File: config.mk
export PLATFORM = sky130hd
export DESIGN_NAME = chtf_hash
export DESIGN_NICKNAME = d
export VERILOG_FILES = /design/src/hdl/chtf_pkg.sv /design/src/hdl/chtf_hash.sv
export SDC_FILE = /design/constraint.sdc
export NUM_CORES = 1
export LEC_CHECK = 0
export ABC_AREA = 1
export ABC_CLOCK_PERIOD_IN_PS = 2310
export BUFFER_PORTS_ARGS = -buffer_cell sky130_fd_sc_hd__buf_4
export CORE_MARGIN = 2
export CORE_UTILIZATION = 50
export CTS_CLUSTER_DIAMETER = 50
export DETAILED_ROUTE_END_ITERATION = 16
export PLACE_DENSITY = 0.73
export SLEW_MARGIN = 10
export SYNTH_ARGS = -nofsm -noshare
export SYNTH_HDL_FRONTEND = slang
export SYNTH_SLANG_ARGS = --single-unit
File: constraint.sdc
create_clock -name clk_i -period 2.31 [get_ports clk_i]
set_input_delay 0.1155 -clock clk_i [delete_from_list [all_inputs] [get_ports clk_i]]
set_output_delay 0.1155 -clock clk_i [all_outputs]
set_load 0.05 [all_outputs]
File: src/hdl/chtf_pkg.sv
`timescale 1ns / 1ps
// ----------------------------------------------------------------------------
// chtf_pkg: shared types and codes for the chained hash table
// Transfer structs, operation, status and register index codes, byte mask.
// ----------------------------------------------------------------------------
package chtf_pkg;

  // operation codes
  localparam logic [1:0] OP_INSERT = 2'd0;
  localparam logic [1:0] OP_UPDATE = 2'd1;
  localparam logic [1:0] OP_REMOVE = 2'd2;
  localparam logic [1:0] OP_FIND   = 2'd3;

  // status codes
  localparam logic [1:0] ST_OK        = 2'd0;
  localparam logic [1:0] ST_NOT_FOUND = 2'd1;
  localparam logic [1:0] ST_TRUNC     = 2'd2;
  localparam logic [1:0] ST_INVALID   = 2'd3;

  // register indexes
  localparam logic [2:0] REG_BUCKET_COUNT = 3'd0;
  localparam logic [2:0] REG_MAX_KEY_LEN  = 3'd1;
  localparam logic [2:0] REG_MAX_VAL_LEN  = 3'd2;
  localparam logic [2:0] REG_EVICT_REPORT = 3'd3;

  // hash remainder takes one dividend bit per step
  localparam int HASH_STEPS = 32;

  typedef struct packed {
    logic [1:0]  operation;
    logic [63:0] key;
    logic [3:0]  key_len;
    logic [63:0] value;
    logic [3:0]  val_len;
    logic [3:0]  read_capacity;
  } chtf_in_t;

  typedef struct packed {
    logic [1:0]  status;
    logic [63:0] found_value;
    logic [3:0]  found_len;
    logic        evicted;
    logic [63:0] evicted_key;
    logic [3:0]  evicted_key_len;
    logic [63:0] evicted_value;
    logic [3:0]  evicted_val_len;
  } chtf_out_t;

  // keep the low n bytes of a word
  function automatic logic [63:0] keep_bytes(logic [63:0] v, logic [3:0] n);
    logic [63:0] m;
    m = '0;
    for (int i = 0; i < 8; i++) begin
      if (4'(i) < n) m[8*i +: 8] = 8'hFF;
    end
    return v & m;
  endfunction

endpackage

File: src/hdl/chtf_hash.sv
`timescale 1ns / 1ps
// ----------------------------------------------------------------------------
// chtf_hash: bucket index unit
// Big-endian packing of the last four key bytes into a word, then a bit-serial
// restoring remainder by the bucket count, one dividend bit per cycle.
// ----------------------------------------------------------------------------
module chtf_hash
  import chtf_pkg::*;
#(
  parameter int BW  = 7,
  parameter int BIW = 6
) (
  input  logic           clk_i,
  input  logic           rst_ni,
  input  logic           start_i,
  input  logic [63:0]    key_i,
  input  logic [3:0]     key_len_i,
  input  logic [BW-1:0]  nb_i,
  output logic           done_o,
  output logic [BIW-1:0] bucket_o
);

  logic          busy_q;
  logic          done_q;
  logic [4:0]    cnt_q;
  logic [31:0]   div_q;
  logic [BW-1:0] rem_q;
  logic [31:0]   sum;
  logic [BW:0]   trial;

  // byte packing, which keeps the last four key bytes
  always_comb begin
    sum = '0;
    for (int i = 0; i < 8; i++) begin
      if (4'(i) < key_len_i) sum = {sum[23:0], key_i[8*i +: 8]};
    end
  end

  // one restoring remainder step
  always_comb begin
    trial = {rem_q, div_q[31]};
    if (trial >= {1'b0, nb_i}) trial = trial - {1'b0, nb_i};
  end

  always_ff @(posedge clk_i or negedge rst_ni) begin
    if (!rst_ni) begin
      busy_q <= 1'b0;
      done_q <= 1'b0;
      cnt_q  <= '0;
      div_q  <= '0;
      rem_q  <= '0;
    end else begin
      // done pulses for one cycle after the last step
      done_q <= !start_i && busy_q && (cnt_q == 5'(HASH_STEPS - 1));
      if (start_i) begin
        busy_q <= 1'b1;
        cnt_q  <= '0;
        div_q  <= sum;
        rem_q  <= '0;
      end else if (busy_q) begin
        rem_q <= trial[BW-1:0];
        div_q <= {div_q[30:0], 1'b0};
        cnt_q <= cnt_q + 5'd1;
        if (cnt_q == 5'(HASH_STEPS - 1)) begin
          busy_q <= 1'b0;
        end
      end
    end
  end

  assign done_o   = done_q;
  assign bucket_o = rem_q[BIW-1:0];

endmodule

==> flow_summary.rst <==
.. list-table::
   :header-rows: 1

   * - Metric
     - Value
   * - Number of buffers between clock root and the deepest sink
     - 2
   * - Vias after detailed routing
     - 5639
   * - Worst Tran Pin Value
     - 0.950 ns
   * - Synthesized net count
     - slightly below 900
   * - Most numerous cell on the critical path
     - inv_1
   * - Cells after Synth
     - roughly 800
   * - DP HPWL
     - 11100 um
   * - Startpoint of the worst-slack reg-to-reg timing path
     - busy_q
   * - Number of clock sinks seen by CTS
     - 46
   * - Width of the die
     - 102 um
   * - Final count of negative-setup-slack endpoints
     - 0
   * - Hold-critical path endpoint
     - div_q[10]
   * - Fmax achieved
     - about 0.48 GHz
   * - Critical Path Max Stage Delay
     - 0.73 ns
   * - TritonCTS clock tree
     - built
   * - Combinational family with the most area after synthesis
     - simple AND/OR/NAND/NOR gates
   * - Post-layout min period
     - between 2 and 2.5 ns
   * - Setup total negative slack
     - 0 ns
   * - CTS root buffer
     - clkbuf_8
   * - Unrepaired setup endpoints after global routing
     - false
   * - Core outline area
     - a little over 9000 um^2
   * - Final setup skew
     - 0.0139 ns
   * - Count of unique library cells instantiated by Yosys
     - 40
   * - Worst setup path class
     - reg2reg
   * - IR drop worst, VDD
     - 0.329 mV
   * - I/O pin cnt
     - 85
   * - Count of final hold-check violations
     - 0
   * - Critical path capture point type
     - flop
   * - Fin. max-slew vios
     - 0
   * - Power density of the placed cells
     - 549 nW/um^2
   * - Arrival time at the worst endpoint
     - between 2 and 2.5 ns
   * - Vias in the first global route
     - 5429
   * - Total congestion overflow after global routing
     - 0
   * - Minimum setup slack among reg-to-reg paths
     - approximately 0.25 ns
   * - Synthesized-area fraction occupied by and/or/nand/nor cells
     - 46.5%
   * - Synthesis-stage register bit count
     - 46
   * - Wire length per cell after detailed routing
     - 15.3 um
   * - Latest clock arrival within the worst-skew pair
     - 0.31 ns
   * - Yosys warning total
     - 0
   * - Area share of xor/xnor cells in the synthesized design
     - less than 1%
   * - Max capacitance violation total
     - 0
   * - Post-route fraction of the period consumed by the critical path
     - 89.3%
   * - Total Wirelength
     - 15100 um
   * - Number of buffers created by CTS
     - 5
   * - Mean instance size in the synthesized netlist
     - 6.00 um^2
   * - Commonest cells after routing, fill and taps aside
     - 248 x nand2_1, 170 x nand3_1, 101 x buf_4
   * - Number of stages on the worst hold path
     - 5
   * - Finished Core Util
     - 60.4%
   * - Pin count of the biggest net entering global routing
     - 47
   * - H-tree depth
     - 2
   * - Net count, final
     - 950
   * - Hold path startpoint
     - key_i[50]
   * - Number of buffer cells added on primary ports
     - 84
   * - Total die area
     - 10400 um^2
   * - Synth-to-layout area growth
     - 16.8%
   * - Final RePlAce weighted congestion
     - 0.939
   * - Static power due to leakage
     - 0.00298 uW
   * - Die boundary height
     - 102 um
   * - Type of the worst min-delay path
     - in2reg
   * - Effective utilization at floorplan
     - 51.8%
   * - Synthesized-area fraction occupied by adder cells
     - 2.76%
   * - ANT nets after route
     - 0
   * - Critical path cell sequence
     - nor2_1 -> inv_1 -> buf_4 -> o22ai_1 -> inv_1 -> nand2_1
   * - End of the worst register-to-register path
     - div_q[29]
   * - Netlist Area Pre-Place
     - 4800 um^2
   * - Clk slew on worst S/H paths
     - 0.10 ns
   * - Mux contribution to synthesized area
     - 0%
   * - Setup Fix Bufs, Post-CTS
     - 0
   * - Peak fanout along the critical path
     - 28
   * - Sequential cell area fraction in the yosys report
     - 24.0%
   * - Launching element type of the critical path
     - flop
   * - Number of diodes added for antenna fixing
     - 0
   * - Fraction of layout cells with a size suffix above 1
     - 16.1%
   * - Number of antenna violations at the first check in global routing
     - 0
   * - Number of placement rows
     - 35
   * - Fraction of the mapped netlist area in compound gates
     - between 10% and 20%
   * - Outcome
     - completed
   * - Slew headroom
     - between 30% and 40%
   * - Detailed router's first-iteration violation count
     - 438
   * - Overall routing resource usage
     - 30.0%
   * - First-pass detailed-route iteration total
     - 5
   * - Number of DRC violations after detailed routing
     - 0
   * - Reg2Reg Depth
     - 6
   * - Most common library cell in the layout ignoring fill and taps
     - nand2_1
   * - Required time of the critical path
     - between 2 and 3 ns
   * - Cell with the largest stage delay on the worst path
     - nor2_1
   * - Post-detailed-route via-to-cell ratio
     - between 5 and 6
   * - First-pass GRT wire length
     - approximately 25000 um
-- power by group --
| part | switching (uW) | leakage, uW | internal (uW) | total, uW |
|---|---|---|---|---|
| Clock | 317 | 0.0000563 | 330 | 647 |
| Combinational | 894 | 0.00235 | 539 | 1430 |
| Sequential | 74.7 | 0.000573 | 924 | 999 |
| Total | 1290 | 0.00298 | 1790 | 3080 |
-- cell families after synthesis --
| group | count (synthesis) |
|---|---|
| xor+xnor | 5 |
| compound gates | 97 |
| simple gates | 495 |
| buf+inv | 148 |
| flops | 46 |
| fa+ha+maj | 10 |
-- metal layers --
layer | wire length [um] | GRT usage (%)
met1 | 6210 | 37.0
met2 | 7410 | 52.9
met3 | 915 | 3.21
met4 | 609 | 13.2
met5 | 0 | 0
-- repair_timing --
action / in CTS / in global routing
gates resized for setup: 0 / 1
endpoints found under the setup margin: 0 / 1
hold buffers: 1 / 0
hold endpoints to repair: 46 / 0
-- Yosys cell counts, drive strengths merged --
library cell	number	share of area, %
buf	39	5.1
xor2	4	0.73
a22o	2	0.36
nand3	174	19
o21bai	8	1.3
ha	9	2.3
nor4b	1	0.18
o22ai	31	4.0
o211ai	1	0.16
nor2	28	2.6
a211oi	1	0.16
inv	96	7.6
o21ai	27	3.0
clkbuf	11	0.86
o221ai	3	0.55
a21oi	20	2.1
a21o	1	0.16
nand2	251	20
a31oi	3	0.39
nor3	3	0.31
dfrtp	46	24
nand4	20	2.6
or2	18	2.3
clkinv	2	0.18
xnor2	1	0.18
fa	1	0.42
-- area by class of cell --
class / instances / area [um^2]
Fill cell: 922 / 3670
Multi-Input combinational cell: 607 / 3000
Sequential cell: 46 / 1150
Timing Repair Buffer: 104 / 808
Inverter: 98 / 374
Tap cell: 129 / 161
Clock buffer: 5 / 68.8
Clock inverter: 3 / 48.8
-- critical path, delay by kind of cell (launching register included) --
family / cells / cell delay [ns]
AND/OR/NAND/NOR: 2 / 0.79
buffers and inverters: 3 / 0.55
flip-flops: 1 / 0.42
AO/OA/AOI/OAI: 1 / 0.22
-- worst max-delay path by stage --
stage                     depth (start not counted)  slack, ns       from         to
after global routing                              6       0.08     busy_q  div_q[29]
final                                             6       0.25     busy_q  div_q[29]
after CTS                                        10       0.20  div_q[31]   rem_q[0]
after detailed placement                         10       0.21  div_q[31]   rem_q[0]
after global placement                           10       0.30  div_q[31]   rem_q[0]
after floorplan                                  10       0.33  div_q[31]   rem_q[2]
-- sequential cells by signal, summed over array words and instances, names as in the netlist --
signal / cells
busy_q: 1
cnt_q: 5
div_q: 32
done_o: 1
rem_q: 7
-- metrics by stage --
| step | cells | total power [uW] | hold slack, ns | area (um^2) | setup slack (ns) |
|---|---|---|---|---|---|
| floorplan | 801 | 2040 | -0.180 | 4800 | 0.333 |
| finish | 992 | 3080 | 0.126 | 5610 | 0.248 |
| global route | 992 | 3300 | 0.141 | 5610 | 0.0837 |
| detailed placement | 983 | 2430 | 0.159 | 5480 | 0.213 |
| global placement | 983 | 2410 | 0.161 | 5480 | 0.305 |
| CTS | 992 | 3070 | 0.127 | 5610 | 0.203 |
Note: power is estimated with default switching activity, not from simulation.
